<file path="src/hw/rtl/mmi_pkg.sv">
`timescale 1ns / 1ps

package mmi_pkg;

  localparam int ElemW   = 8;
  localparam int DimN    = 3;
  localparam int OddCnt  = 1 << (ElemW - 1);

  typedef logic [ElemW-1:0] elem_t;
  typedef elem_t [DimN-1:0][DimN-1:0] mat_t;
  typedef elem_t [DimN-1:0] vec_t;

  // what the merge stage hands to the scaling lanes
  typedef struct packed {
    logic  odd;
    elem_t dinv;
  } det_info_t;

  typedef elem_t [OddCnt-1:0] inv_tbl_t;

  // inverse of every odd byte mod 256, newton steps run at elaboration
  function automatic inv_tbl_t build_inv_tbl();
    inv_tbl_t t;
    elem_t    d;
    elem_t    x;
    elem_t    e;
    for (int i = 0; i < OddCnt; i++) begin
      d = elem_t'(2 * i + 1);
      x = d;
      for (int k = 0; k < 3; k++) begin
        e = elem_t'(d * x);
        e = elem_t'(elem_t'(2) - e);
        x = elem_t'(x * e);
      end
      t[i] = x;
    end
    return t;
  endfunction

  localparam inv_tbl_t INV_TBL = build_inv_tbl();

endpackage

</file>
<file path="src/hw/rtl/mmi_if.sv">
`timescale 1ns / 1ps

interface mmi_in_if import mmi_pkg::*; ();
  logic  valid;
  logic  ready;
  elem_t key_r0c0;
  elem_t key_r0c1;
  elem_t key_r0c2;
  elem_t key_r1c0;
  elem_t key_r1c1;
  elem_t key_r1c2;
  elem_t key_r2c0;
  elem_t key_r2c1;
  elem_t key_r2c2;

  modport source (
    output valid, key_r0c0, key_r0c1, key_r0c2, key_r1c0, key_r1c1, key_r1c2,
           key_r2c0, key_r2c1, key_r2c2,
    input  ready
  );
  modport sink (
    input  valid, key_r0c0, key_r0c1, key_r0c2, key_r1c0, key_r1c1, key_r1c2,
           key_r2c0, key_r2c1, key_r2c2,
    output ready
  );
endinterface

interface mmi_out_if import mmi_pkg::*; ();
  logic  valid;
  logic  ready;
  elem_t inv_r0c0;
  elem_t inv_r0c1;
  elem_t inv_r0c2;
  elem_t inv_r1c0;
  elem_t inv_r1c1;
  elem_t inv_r1c2;
  elem_t inv_r2c0;
  elem_t inv_r2c1;
  elem_t inv_r2c2;
  logic  invertible;

  modport source (
    output valid, inv_r0c0, inv_r0c1, inv_r0c2, inv_r1c0, inv_r1c1, inv_r1c2,
           inv_r2c0, inv_r2c1, inv_r2c2, invertible,
    input  ready
  );
  modport sink (
    input  valid, inv_r0c0, inv_r0c1, inv_r0c2, inv_r1c0, inv_r1c1, inv_r1c2,
           inv_r2c0, inv_r2c1, inv_r2c2, invertible,
    output ready
  );
endinterface

</file>
<file path="src/hw/rtl/mmi_cofactor_lane.sv">
`timescale 1ns / 1ps

module mmi_cofactor_lane import mmi_pkg::*; (
  input  elem_t p,
  input  elem_t s,
  input  elem_t q,
  input  elem_t r,
  input  logic  neg,
  output elem_t cof
);
  elem_t ps;
  elem_t qr;
  elem_t minor;

  // p*s - q*r, all wrapping mod 256
  assign ps    = elem_t'(p * s);
  assign qr    = elem_t'(q * r);
  assign minor = elem_t'(ps - qr);
  assign cof   = neg ? elem_t'(elem_t'(0) - minor) : minor;
endmodule

</file>
<file path="src/hw/rtl/mmi_mul_lane.sv">
`timescale 1ns / 1ps

module mmi_mul_lane import mmi_pkg::*; (
  input  elem_t a,
  input  elem_t b,
  input  logic  en,
  output elem_t y
);
  logic [2*ElemW-1:0] full;

  assign full = a * b;
  assign y    = en ? full[ElemW-1:0] : '0;
endmodule

</file>
<file path="src/hw/rtl/mmi_det_merge.sv">
`timescale 1ns / 1ps

module mmi_det_merge import mmi_pkg::*; (
  input  vec_t      prod,
  output det_info_t info
);
  elem_t det;

  assign det       = elem_t'(prod[0] + prod[1] + prod[2]);
  assign info.odd  = det[0];
  // even determinants never use dinv, the lanes force zero
  assign info.dinv = INV_TBL[det[ElemW-1:1]];
endmodule

</file>
<file path="src/hw/rtl/modular_matrix_inverse_3x3.sv">
`timescale 1ns / 1ps

// 3x3 byte matrix inverse mod 256 (hill cipher key inverse). one key matrix
// per in_if transaction, one inverse per out_if transaction, in order. the
// block is a four stage pipeline and takes a new matrix every cycle unless
// out_if.ready is low with every stage full; a matrix moves through the
// stage valid bits v1_r, v2_r, v3_r and v4_r, and out_if.valid is v4_r.
// stage one runs nine cofactor lanes in parallel, stage two forms
// the three row-0 products, stage three merges them into the determinant and
// looks up its odd inverse in a 128 entry constant table, stage four runs
// nine scaling lanes. an even determinant gives invertible low and an all
// zero matrix. every stage has its own valid bit, so empty stages fill even
// while a finished result waits on out_if.ready.

module modular_matrix_inverse_3x3 import mmi_pkg::*; (
  input logic         clk,
  input logic         rst_n,
  mmi_in_if.sink      in_if,
  mmi_out_if.source   out_if
);

  // stage valid bits and per stage advance enables
  logic v1_r, v2_r, v3_r, v4_r;
  logic rdy1, rdy2, rdy3, rdy4;

  // key matrix as seen on the input transaction
  mat_t km;

  // stage payloads
  mat_t      adj_nxt;
  mat_t      adj1_r, adj2_r, adj3_r;
  vec_t      row0_r;
  vec_t      prod_nxt;
  vec_t      prod2_r;
  det_info_t info_nxt;
  det_info_t info3_r;
  mat_t      inv_nxt;
  mat_t      inv4_r;
  logic      invertible4_r;

  assign km[0][0] = in_if.key_r0c0;
  assign km[0][1] = in_if.key_r0c1;
  assign km[0][2] = in_if.key_r0c2;
  assign km[1][0] = in_if.key_r1c0;
  assign km[1][1] = in_if.key_r1c1;
  assign km[1][2] = in_if.key_r1c2;
  assign km[2][0] = in_if.key_r2c0;
  assign km[2][1] = in_if.key_r2c1;
  assign km[2][2] = in_if.key_r2c2;

  // a stage may load when it is empty or the one after it moves on
  assign rdy4 = !v4_r || out_if.ready;
  assign rdy3 = !v3_r || rdy4;
  assign rdy2 = !v2_r || rdy3;
  assign rdy1 = !v1_r || rdy2;
  assign in_if.ready = rdy1;

  // stage one: adjugate, the transpose of the cofactor matrix
  mmi_cofactor_lane u_cof00 (.p(km[1][1]), .s(km[2][2]), .q(km[1][2]), .r(km[2][1]),
                             .neg(1'b0), .cof(adj_nxt[0][0]));
  mmi_cofactor_lane u_cof01 (.p(km[0][1]), .s(km[2][2]), .q(km[0][2]), .r(km[2][1]),
                             .neg(1'b1), .cof(adj_nxt[0][1]));
  mmi_cofactor_lane u_cof02 (.p(km[0][1]), .s(km[1][2]), .q(km[0][2]), .r(km[1][1]),
                             .neg(1'b0), .cof(adj_nxt[0][2]));
  mmi_cofactor_lane u_cof10 (.p(km[1][0]), .s(km[2][2]), .q(km[1][2]), .r(km[2][0]),
                             .neg(1'b1), .cof(adj_nxt[1][0]));
  mmi_cofactor_lane u_cof11 (.p(km[0][0]), .s(km[2][2]), .q(km[0][2]), .r(km[2][0]),
                             .neg(1'b0), .cof(adj_nxt[1][1]));
  mmi_cofactor_lane u_cof12 (.p(km[0][0]), .s(km[1][2]), .q(km[0][2]), .r(km[1][0]),
                             .neg(1'b1), .cof(adj_nxt[1][2]));
  mmi_cofactor_lane u_cof20 (.p(km[1][0]), .s(km[2][1]), .q(km[1][1]), .r(km[2][0]),
                             .neg(1'b0), .cof(adj_nxt[2][0]));
  mmi_cofactor_lane u_cof21 (.p(km[0][0]), .s(km[2][1]), .q(km[0][1]), .r(km[2][0]),
                             .neg(1'b1), .cof(adj_nxt[2][1]));
  mmi_cofactor_lane u_cof22 (.p(km[0][0]), .s(km[1][1]), .q(km[0][1]), .r(km[1][0]),
                             .neg(1'b0), .cof(adj_nxt[2][2]));

  // stage two: expansion along row 0 against adjugate column 0
  genvar k;
  generate
    for (k = 0; k < DimN; k++) begin : g_det
      mmi_mul_lane u_dprod (
        .a  (row0_r[k]),
        .b  (adj1_r[k][0]),
        .en (1'b1),
        .y  (prod_nxt[k])
      );
    end
  endgenerate

  // stage three: determinant and its inverse
  mmi_det_merge u_merge (
    .prod (prod2_r),
    .info (info_nxt)
  );

  // stage four: scale every adjugate entry, zero when not invertible
  genvar i, j;
  generate
    for (i = 0; i < DimN; i++) begin : g_row
      for (j = 0; j < DimN; j++) begin : g_col
        mmi_mul_lane u_scale (
          .a  (adj3_r[i][j]),
          .b  (info3_r.dinv),
          .en (info3_r.odd),
          .y  (inv_nxt[i][j])
        );
      end
    end
  endgenerate

  // valid bits
  always_ff @(posedge clk) begin
    if (!rst_n) begin
      v1_r <= 1'b0;
      v2_r <= 1'b0;
      v3_r <= 1'b0;
      v4_r <= 1'b0;
    end else begin
      if (rdy1) v1_r <= in_if.valid;
      if (rdy2) v2_r <= v1_r;
      if (rdy3) v3_r <= v2_r;
      if (rdy4) v4_r <= v3_r;
    end
  end

  // payload registers, loaded only when a transaction moves in
  always_ff @(posedge clk) begin
    if (rdy1 && in_if.valid) begin
      adj1_r <= adj_nxt;
      row0_r <= km[0];
    end
    if (rdy2 && v1_r) begin
      prod2_r <= prod_nxt;
      adj2_r  <= adj1_r;
    end
    if (rdy3 && v2_r) begin
      info3_r <= info_nxt;
      adj3_r  <= adj2_r;
    end
    if (rdy4 && v3_r) begin
      inv4_r        <= inv_nxt;
      invertible4_r <= info3_r.odd;
    end
  end

  // result transaction
  assign out_if.valid      = v4_r;
  assign out_if.inv_r0c0   = inv4_r[0][0];
  assign out_if.inv_r0c1   = inv4_r[0][1];
  assign out_if.inv_r0c2   = inv4_r[0][2];
  assign out_if.inv_r1c0   = inv4_r[1][0];
  assign out_if.inv_r1c1   = inv4_r[1][1];
  assign out_if.inv_r1c2   = inv4_r[1][2];
  assign out_if.inv_r2c0   = inv4_r[2][0];
  assign out_if.inv_r2c1   = inv4_r[2][1];
  assign out_if.inv_r2c2   = inv4_r[2][2];
  assign out_if.invertible = invertible4_r;

endmodule

</file>
<file path="src/flat_wrapper.sv">
// flat-port wrapper written by rule: the top's interface ports become plain ports
module modular_matrix_inverse_3x3_flat import mmi_pkg::*;
  (clk, rst_n, in_if_valid, in_if_key_r0c0, in_if_key_r0c1, in_if_key_r0c2, in_if_key_r1c0, in_if_key_r1c1, in_if_key_r1c2, in_if_key_r2c0, in_if_key_r2c1, in_if_key_r2c2, in_if_ready, out_if_valid, out_if_inv_r0c0, out_if_inv_r0c1, out_if_inv_r0c2, out_if_inv_r1c0, out_if_inv_r1c1, out_if_inv_r1c2, out_if_inv_r2c0, out_if_inv_r2c1, out_if_inv_r2c2, out_if_invertible, out_if_ready);
  mmi_in_if in_if_i ();
  mmi_out_if out_if_i ();
  input logic clk;
  input logic rst_n;
  input wire logic [$bits(in_if_i.valid)-1:0] in_if_valid;
  input wire logic [$bits(in_if_i.key_r0c0)-1:0] in_if_key_r0c0;
  input wire logic [$bits(in_if_i.key_r0c1)-1:0] in_if_key_r0c1;
  input wire logic [$bits(in_if_i.key_r0c2)-1:0] in_if_key_r0c2;
  input wire logic [$bits(in_if_i.key_r1c0)-1:0] in_if_key_r1c0;
  input wire logic [$bits(in_if_i.key_r1c1)-1:0] in_if_key_r1c1;
  input wire logic [$bits(in_if_i.key_r1c2)-1:0] in_if_key_r1c2;
  input wire logic [$bits(in_if_i.key_r2c0)-1:0] in_if_key_r2c0;
  input wire logic [$bits(in_if_i.key_r2c1)-1:0] in_if_key_r2c1;
  input wire logic [$bits(in_if_i.key_r2c2)-1:0] in_if_key_r2c2;
  output wire logic [$bits(in_if_i.ready)-1:0] in_if_ready;
  output wire logic [$bits(out_if_i.valid)-1:0] out_if_valid;
  output wire logic [$bits(out_if_i.inv_r0c0)-1:0] out_if_inv_r0c0;
  output wire logic [$bits(out_if_i.inv_r0c1)-1:0] out_if_inv_r0c1;
  output wire logic [$bits(out_if_i.inv_r0c2)-1:0] out_if_inv_r0c2;
  output wire logic [$bits(out_if_i.inv_r1c0)-1:0] out_if_inv_r1c0;
  output wire logic [$bits(out_if_i.inv_r1c1)-1:0] out_if_inv_r1c1;
  output wire logic [$bits(out_if_i.inv_r1c2)-1:0] out_if_inv_r1c2;
  output wire logic [$bits(out_if_i.inv_r2c0)-1:0] out_if_inv_r2c0;
  output wire logic [$bits(out_if_i.inv_r2c1)-1:0] out_if_inv_r2c1;
  output wire logic [$bits(out_if_i.inv_r2c2)-1:0] out_if_inv_r2c2;
  output wire logic [$bits(out_if_i.invertible)-1:0] out_if_invertible;
  input wire logic [$bits(out_if_i.ready)-1:0] out_if_ready;
  assign in_if_i.valid = in_if_valid;
  assign in_if_i.key_r0c0 = in_if_key_r0c0;
  assign in_if_i.key_r0c1 = in_if_key_r0c1;
  assign in_if_i.key_r0c2 = in_if_key_r0c2;
  assign in_if_i.key_r1c0 = in_if_key_r1c0;
  assign in_if_i.key_r1c1 = in_if_key_r1c1;
  assign in_if_i.key_r1c2 = in_if_key_r1c2;
  assign in_if_i.key_r2c0 = in_if_key_r2c0;
  assign in_if_i.key_r2c1 = in_if_key_r2c1;
  assign in_if_i.key_r2c2 = in_if_key_r2c2;
  assign in_if_ready = in_if_i.ready;
  assign out_if_valid = out_if_i.valid;
  assign out_if_inv_r0c0 = out_if_i.inv_r0c0;
  assign out_if_inv_r0c1 = out_if_i.inv_r0c1;
  assign out_if_inv_r0c2 = out_if_i.inv_r0c2;
  assign out_if_inv_r1c0 = out_if_i.inv_r1c0;
  assign out_if_inv_r1c1 = out_if_i.inv_r1c1;
  assign out_if_inv_r1c2 = out_if_i.inv_r1c2;
  assign out_if_inv_r2c0 = out_if_i.inv_r2c0;
  assign out_if_inv_r2c1 = out_if_i.inv_r2c1;
  assign out_if_inv_r2c2 = out_if_i.inv_r2c2;
  assign out_if_invertible = out_if_i.invertible;
  assign out_if_i.ready = out_if_ready;
  modular_matrix_inverse_3x3 u_core (.clk(clk), .rst_n(rst_n), .in_if(in_if_i), .out_if(out_if_i));
endmodule
</file>
<file path="config.mk">
export PLATFORM = sky130hd
export DESIGN_NAME = modular_matrix_inverse_3x3_flat
export DESIGN_NICKNAME = d
export VERILOG_FILES = /design/src/hw/rtl/mmi_pkg.sv /design/src/hw/rtl/mmi_if.sv /design/src/hw/rtl/mmi_cofactor_lane.sv /design/src/hw/rtl/mmi_mul_lane.sv /design/src/hw/rtl/mmi_det_merge.sv /design/src/hw/rtl/modular_matrix_inverse_3x3.sv /design/src/flat_wrapper.sv
export SDC_FILE = /design/constraint.sdc
export NUM_CORES = 2
export LEC_CHECK = 0
export BUFFER_PORTS_ARGS = -buffer_cell sky130_fd_sc_hd__buf_2
export CAP_MARGIN = 20
export CORE_MARGIN = 2
export CORE_UTILIZATION = 45
export DETAILED_ROUTE_END_ITERATION = 7
export SYNTH_ARGS = -nofsm -noshare
export SYNTH_HDL_FRONTEND = slang
export SYNTH_HIERARCHICAL = 1
export SYNTH_SLANG_ARGS = --single-unit
</file>
<file path="constraint.sdc">
create_clock -name clk -period 12.3 [get_ports clk]
set_input_delay 1.845 -clock clk [delete_from_list [all_inputs] [get_ports clk]]
set_output_delay 1.845 -clock clk [all_outputs]
set_load 0.01 [all_outputs]
</file>
Yosys cells after proc, flatten, opt, wreduce, memory -nomap -nowiden:

Memory sizes are Yosys's and may differ from the RTL's. A register that Yosys moved wholly into a read port is not among the register bits.
Index checks and enable logic that the tools add are counted.
Widths: inputs -> output; s select.

* add/subtract/negate cells: 15
* multiply operators: 30
* reductions and logical operators: 12

Operators with widths (count)
* $mul 8x8->8: 30
* $sub 8x8->8: 9
* $sub 1x8->8 const A: 4
* $add 8x8->8: 2
* $logic_and 1x1->1: 4
* $logic_not 1->1: 4
* $logic_or 1x1->1: 4

* flip-flop bits (word level): 342
* memories kept: 1
* logic and storage cells: 106
* ROM bits: 1024
* output and inout bits: 75
* bits of input ports: 76

Memories
* (no name shown): words 128, width 8, read ports 1, clocked after Yosys merged registers in 1, wr ports 0, line mmi_det_merge.sv:12 `assign info.dinv = INV_TBL[det[ElemW-1:1]];`

Logic depth before layout (Yosys ltp):

* depth in word-level cells: 6
* gate-level depth with buffers: 20

Hierarchy:

Netlist, hierarchy kept.

By module, submodules not included
* mmi_cofactor_lane at u_core.u_cof00 ...: sequential area each 0.0 um^2, times used 7, cells each 249, area an instance 2084.5 um^2
* mmi_mul_lane: sequential area each 0.0 um^2, times used 12, cells each 113, area an instance 943.4 um^2
* modular_matrix_inverse_3x3: sequential area each 10470.0 um^2, times used 1, cells each 365, area an instance 10573.9 um^2
* mmi_cofactor_lane at u_core.u_cof21: sequential area each 0.0 um^2, times used 1, cells each 248, area an instance 2099.5 um^2
* mmi_cofactor_lane at u_core.u_cof22: sequential area each 0.0 um^2, times used 1, cells each 240, area an instance 2058.2 um^2
* mmi_det_merge: sequential area each 0.0 um^2, times used 1, cells each 139, area an instance 1127.3 um^2

Worst setup path before layout:

OpenSTA, ideal clock, no wires.

* path type: in2reg
* start point: in out_if_ready
* end point: reg u_core/adj1_r[0] (netlist name) (enable)
* stages: 2
* library setup time: 0.698 ns
* arrival time: 9.013 ns
* data required time: 11.602 ns
* setup slack: 2.589 ns
* cell sequence: and4b_4 > a21boi_0

* word-level cells in the longest chain between the ends: 5

RTL lines
* from (decl): line flat_wrapper.sv:30 `input wire logic [$bits(out_if_i.ready)-1:0] out_if_ready;`
* $logic_or 1x1->1: line modular_matrix_inverse_3x3.sv:52 `assign rdy4 = !v4_r || out_if.ready;`
* $logic_or 1x1->1: line modular_matrix_inverse_3x3.sv:53 `assign rdy3 = !v3_r || rdy4;`
* $logic_or 1x1->1: line modular_matrix_inverse_3x3.sv:54 `assign rdy2 = !v2_r || rdy3;`
* $logic_or 1x1->1: line modular_matrix_inverse_3x3.sv:55 `assign rdy1 = !v1_r || rdy2;`
* $logic_and 1x1->1: line modular_matrix_inverse_3x3.sv:129 `if (rdy1 && in_if.valid) begin`
* to (signal assigned): line modular_matrix_inverse_3x3.sv:130 `adj1_r <= adj_nxt;`
* to (decl): line modular_matrix_inverse_3x3.sv:31 `mat_t adj1_r, adj2_r, adj3_r;`

Every way passes these cells.
A chain may end at the register's enable or synchronous reset.

==> flow_metrics.env <==
export IMPL_status="complete, no violations"
export IMPL_finalNetCount=5446
export IMPL_worstMarginPinSlew_ns=1.11
export IMPL_synth_edf_count=346
export IMPL_cts_buffers=43
export IMPL_clk_pin_slew_ns=0.07
export IMPL_gp_congestion=0.851
export IMPL_crit_path_end="u_core/adj1_r[15]$_DFFE_PP_"
export IMPL_cap_violations=0
export IMPL_crit_buf_inv=3
export IMPL_async_reset_ff_share_pct=0
export IMPL_die_y_um=309
export IMPL_r2r_end="u_core/out_if.inv_r2c1[7]$_DFFE_PP_"
export IMPL_r2r_cells=13
export IMPL_first_global_vias=28272
export IMPL_use_met1_pct=28.8
export IMPL_row_count=111
export IMPL_area_delta_synth_final_pct=10.0
export IMPL_cts_tree="built"
export IMPL_fin_crit_sh_pct=54.0
export IMPL_grtUsageMet2_pct=34.1
export IMPL_io_pins=151
export IMPL_initial_core_util_pct=45.5
export IMPL_p_per_area_nw_per_um2=231
export IMPL_n_fill_cell=8524
export IMPL_drive_gt1_share_pct=5.92
export IMPL_yosys_area_top_type="edfxtp_1"
export IMPL_cpMostUsedCell="fa_1"
export IMPL_skew_ns=0.0193
export IMPL_switching_share_pct=41.2
export IMPL_critPathMaxStageDelay_ns=0.55
export IMPL_fin_crit_ns=6.65
export IMPL_holdBufCountCts=0
export IMPL_detailed_place_hpwl_um=71000
export IMPL_r2r_start="u_core/info3_r[2]$_DFFE_PP_"
export IMPL_postRouteAntennaNets=0
export IMPL_pre_cts_ws_ns=5.07
export IMPL_power_total_mw=10.6
export IMPL_worstSetupPathType="input pin to register"
export IMPL_clockBufferDepth=3
export IMPL_busiest_layer="met2"
export IMPL_drt_total_wl_um=96800
export IMPL_cts_setup_buffers=0
export IMPL_avgRoutedWirePerCell_um=17.1
export IMPL_first_pass_iters=7
export IMPL_overflow=0
export IMPL_core_area_um2=91800
export IMPL_synth_seq_cells=350
export IMPL_cp_startpoint="in_if_key_r0c1[1]"
export IMPL_drcViolationCount=0
export IMPL_cts_sinks=350
export IMPL_fmax_mhz=150
export IMPL_intPower_mw=6.23
export IMPL_synthDistinctLibCells=59
export IMPL_setup_viol=0
export IMPL_syn_area_per_cell_um2=10.2
export IMPL_tns_ns=0
export IMPL_ir_drop_uv=201
export IMPL_ys_flop_type="edfxtp_1"
export IMPL_htreeDepth=2
export IMPL_min_path_type="register to register"
export IMPL_cp_top_family="adder cells"
export IMPL_grt_antenna_before_repair=4
export IMPL_p_leak_nw=21.8
export IMPL_yosysWarnings=6
export IMPL_worst_ep_arrival_time_ns=6.97
export IMPL_drtIter0Drc=1506
export IMPL_grt_pass1_wl_um=154000
export IMPL_die_area_um2=95300
export IMPL_synth_top_area_share_pct=24.9
export IMPL_setup_slack_ns=5.65
export IMPL_rsz0062_at_grt="false"
export IMPL_io_buffer_count=150
export IMPL_endpoint_kind="register"
export IMPL_p_comb_share_pct=69.4
export IMPL_syn_inst=4091
export IMPL_crit_chain="buf_2, nand2_1, fa_1, fa_1, inv_1, fa_1, inv_1, fa_1, fa_1, fa_1, xor2_1, xnor2_1, xnor2_1, xnor2_1, xnor2_1, xnor3_1"
export IMPL_grt_start_max_net_pins=74
export IMPL_synth_area_um2=41800
export IMPL_viasPerCell=4.87
export IMPL_cp_depth=16
export IMPL_cp_max_fo=29
export IMPL_pwr_share_clk_pct=12.0
export IMPL_cp_start_kind="input pin"
export IMPL_hold_violations=0
export IMPL_slowest_stage="fa_1"
export IMPL_die_w_um=309
export IMPL_met3_usage_pct=2.90
export IMPL_vias=27617
export IMPL_root_buffer="clkbuf_16"
export IMPL_worstSkewPairLatency_ns=0.58
export IMPL_relSlewSlack_pct=25.4
export IMPL_drv_slew=0
export IMPL_synth_area_top_cells="edfxtp_1 (25%), fa_1 (22%), ha_1 (16%), xnor2_1 (7.8%), and2_1 (7.5%)"
export IMPL_required_ns=12.62
export IMPL_post_cts_resized=0
export IMPL_seq_power_share_pct=18.6
export IMPL_seq_area_frac_synth_pct=25.1
export IMPL_r2r_slack_ns=7.70
export IMPL_p_switching_mw=4.37
export IMPL_track_usage_pct=20.8
## worst min path at each step
| stage | start | end | depth (start not counted) |
|---|---|---|---|
| after floorplan | u_core/adj1_r[10]$_DFFE_PP_ | u_core/adj2_r[10]$_DFFE_PP_ | 0 |
| after CTS | u_core/adj2_r[69]$_DFFE_PP_ | u_core/adj3_r[69]$_DFFE_PP_ | 0 |
| after detailed placement | u_core/adj1_r[21]$_DFFE_PP_ | u_core/adj2_r[21]$_DFFE_PP_ | 0 |
| after global routing | u_core/adj2_r[38]$_DFFE_PP_ | u_core/adj3_r[38]$_DFFE_PP_ | 0 |
| after global placement | u_core/adj2_r[31]$_DFFE_PP_ | u_core/adj3_r[31]$_DFFE_PP_ | 0 |
| final | u_core/adj2_r[69]$_DFFE_PP_ | u_core/adj3_r[69]$_DFFE_PP_ | 0 |
## power by group through the flow
stage                     combinational [mW]  sequential, mW  clock, mW
after floorplan                         5.93            1.91          0
after global placement                  7.28            1.99          0
after detailed placement                7.39            1.99          0
after CTS                               7.45            1.97       1.32
after global routing                    8.28            1.99       1.36
final                                   7.35            1.97       1.27
## state kept, by name (all words and copies together) (netlist names), 8 cells and up
signal	cells
u_core/prod2_r	24
u_core/adj3_r	72
u_core/out_if.inv_r2c0	8
u_core/out_if.inv_r0c0	8
u_core/out_if.inv_r1c1	8
u_core/out_if.inv_r2c2	8
u_core/out_if.inv_r1c0	8
u_core/out_if.inv_r0c2	8
u_core/info3_r	9
u_core/adj1_r	72
u_core/row0_r	24
u_core/out_if.inv_r1c2	8
u_core/adj2_r	72
u_core/out_if.inv_r0c1	8
u_core/out_if.inv_r2c1	8
## metrics by stage
stage	area, um2	hold WS, ns	std cells	utilization (%)
after global routing	46000	0.419	5668	50.1
final	46000	0.409	5669	50.1
after floorplan	42100	0.400	4185	-
after global placement	44500	0.400	5589	48.5
after CTS	46000	0.409	5668	50.1
after detailed placement	44500	0.405	5589	48.5
## worst register-to-register path, stage by stage, from the launching register on
cell	delay, ns
edfxtp_1	0.32
buf_4	0.48
nand2_1	0.24
fa_1	0.46
fa_1	0.49
inv_1	0.06
fa_1	0.53
inv_1	0.05
fa_1	0.40
xor2_1	0.19
xnor3_1	0.35
xnor3_1	0.39
xnor3_1	0.23
and2_1	0.17
## cells by family (layout without fill, tap and decap cells)
kind of cell | after synthesis | after routing | share of synthesized area, %
simple gates | 1275 | 1275 | 14.9
fa+ha+maj | 979 | 979 | 37.4
buf+inv | 783 | 1023 | 7.09
xor+xnor | 508 | 508 | 12.2
flops | 350 | 350 | 25.1
compound gates | 189 | 189 | 3.22
mux | 4 | 4 | 0.0959
other cells | 3 | 98 | 0.0270
## Yosys cell counts, types with 3 or more instances
cell,instances
xnor2_1,374
nor2b_1,24
mux2i_1,4
nor3_1,8
o31ai_1,19
xor2_1,88
nor2_1,7
nand2b_1,10
conb_1,3
a211oi_1,4
a21oi_1,54
a221o_1,4
a21oi_2,4
and3_1,14
o21bai_1,9
inv_1,777
o21ai_0,15
o21a_1,3
and2_1,502
o31ai_2,7
ha_1,530
a211o_1,3
edfxtp_1,346
nand2_1,696
o211ai_1,3
dfxtp_1,4
o2111ai_1,3
nand3_1,5
fa_1,449
a21o_1,44
xnor3_1,45
## routing by layer
layer,vias up,wire (um)
met4,2,2590
met1,13472,43900
met3,139,5540
met5,-,12
li1,13278,-
met2,726,44700
## cell usage in the layout, fill, tap and decap left out, types with 10 or more instances in the layout
cell type,count
a21o_1,44
a21oi_1,54
and2_1,502
and3_1,14
buf_2,150
buf_4,16
clkbuf_16,45
conb_1,97
edfxtp_1,346
fa_1,449
ha_1,530
inv_1,777
nand2_1,696
nand2b_1,10
nor2b_1,21
o21ai_0,15
o31ai_1,19
xnor2_1,374
xnor3_1,45
xor2_1,88
## area by class of cell
| cell class | instances | area (um2) | area share [%] |
|---|---|---|---|
| Inverter | 778 | 2920 | 6.35 |
| Tap cell | 1243 | 1560 | 3.38 |
| Multi-Input combinational cell | 3052 | 28700 | 62.5 |
| Timing Repair Buffer | 166 | 871 | 1.89 |
| Antenna cell | 1 | 2.50 | 0.00544 |
| Clock buffer | 47 | 1130 | 2.47 |
| Sequential cell | 350 | 10500 | 22.8 |
| Clock inverter | 32 | 278 | 0.604 |
Note: power is estimated with default switching activity, not from simulation.
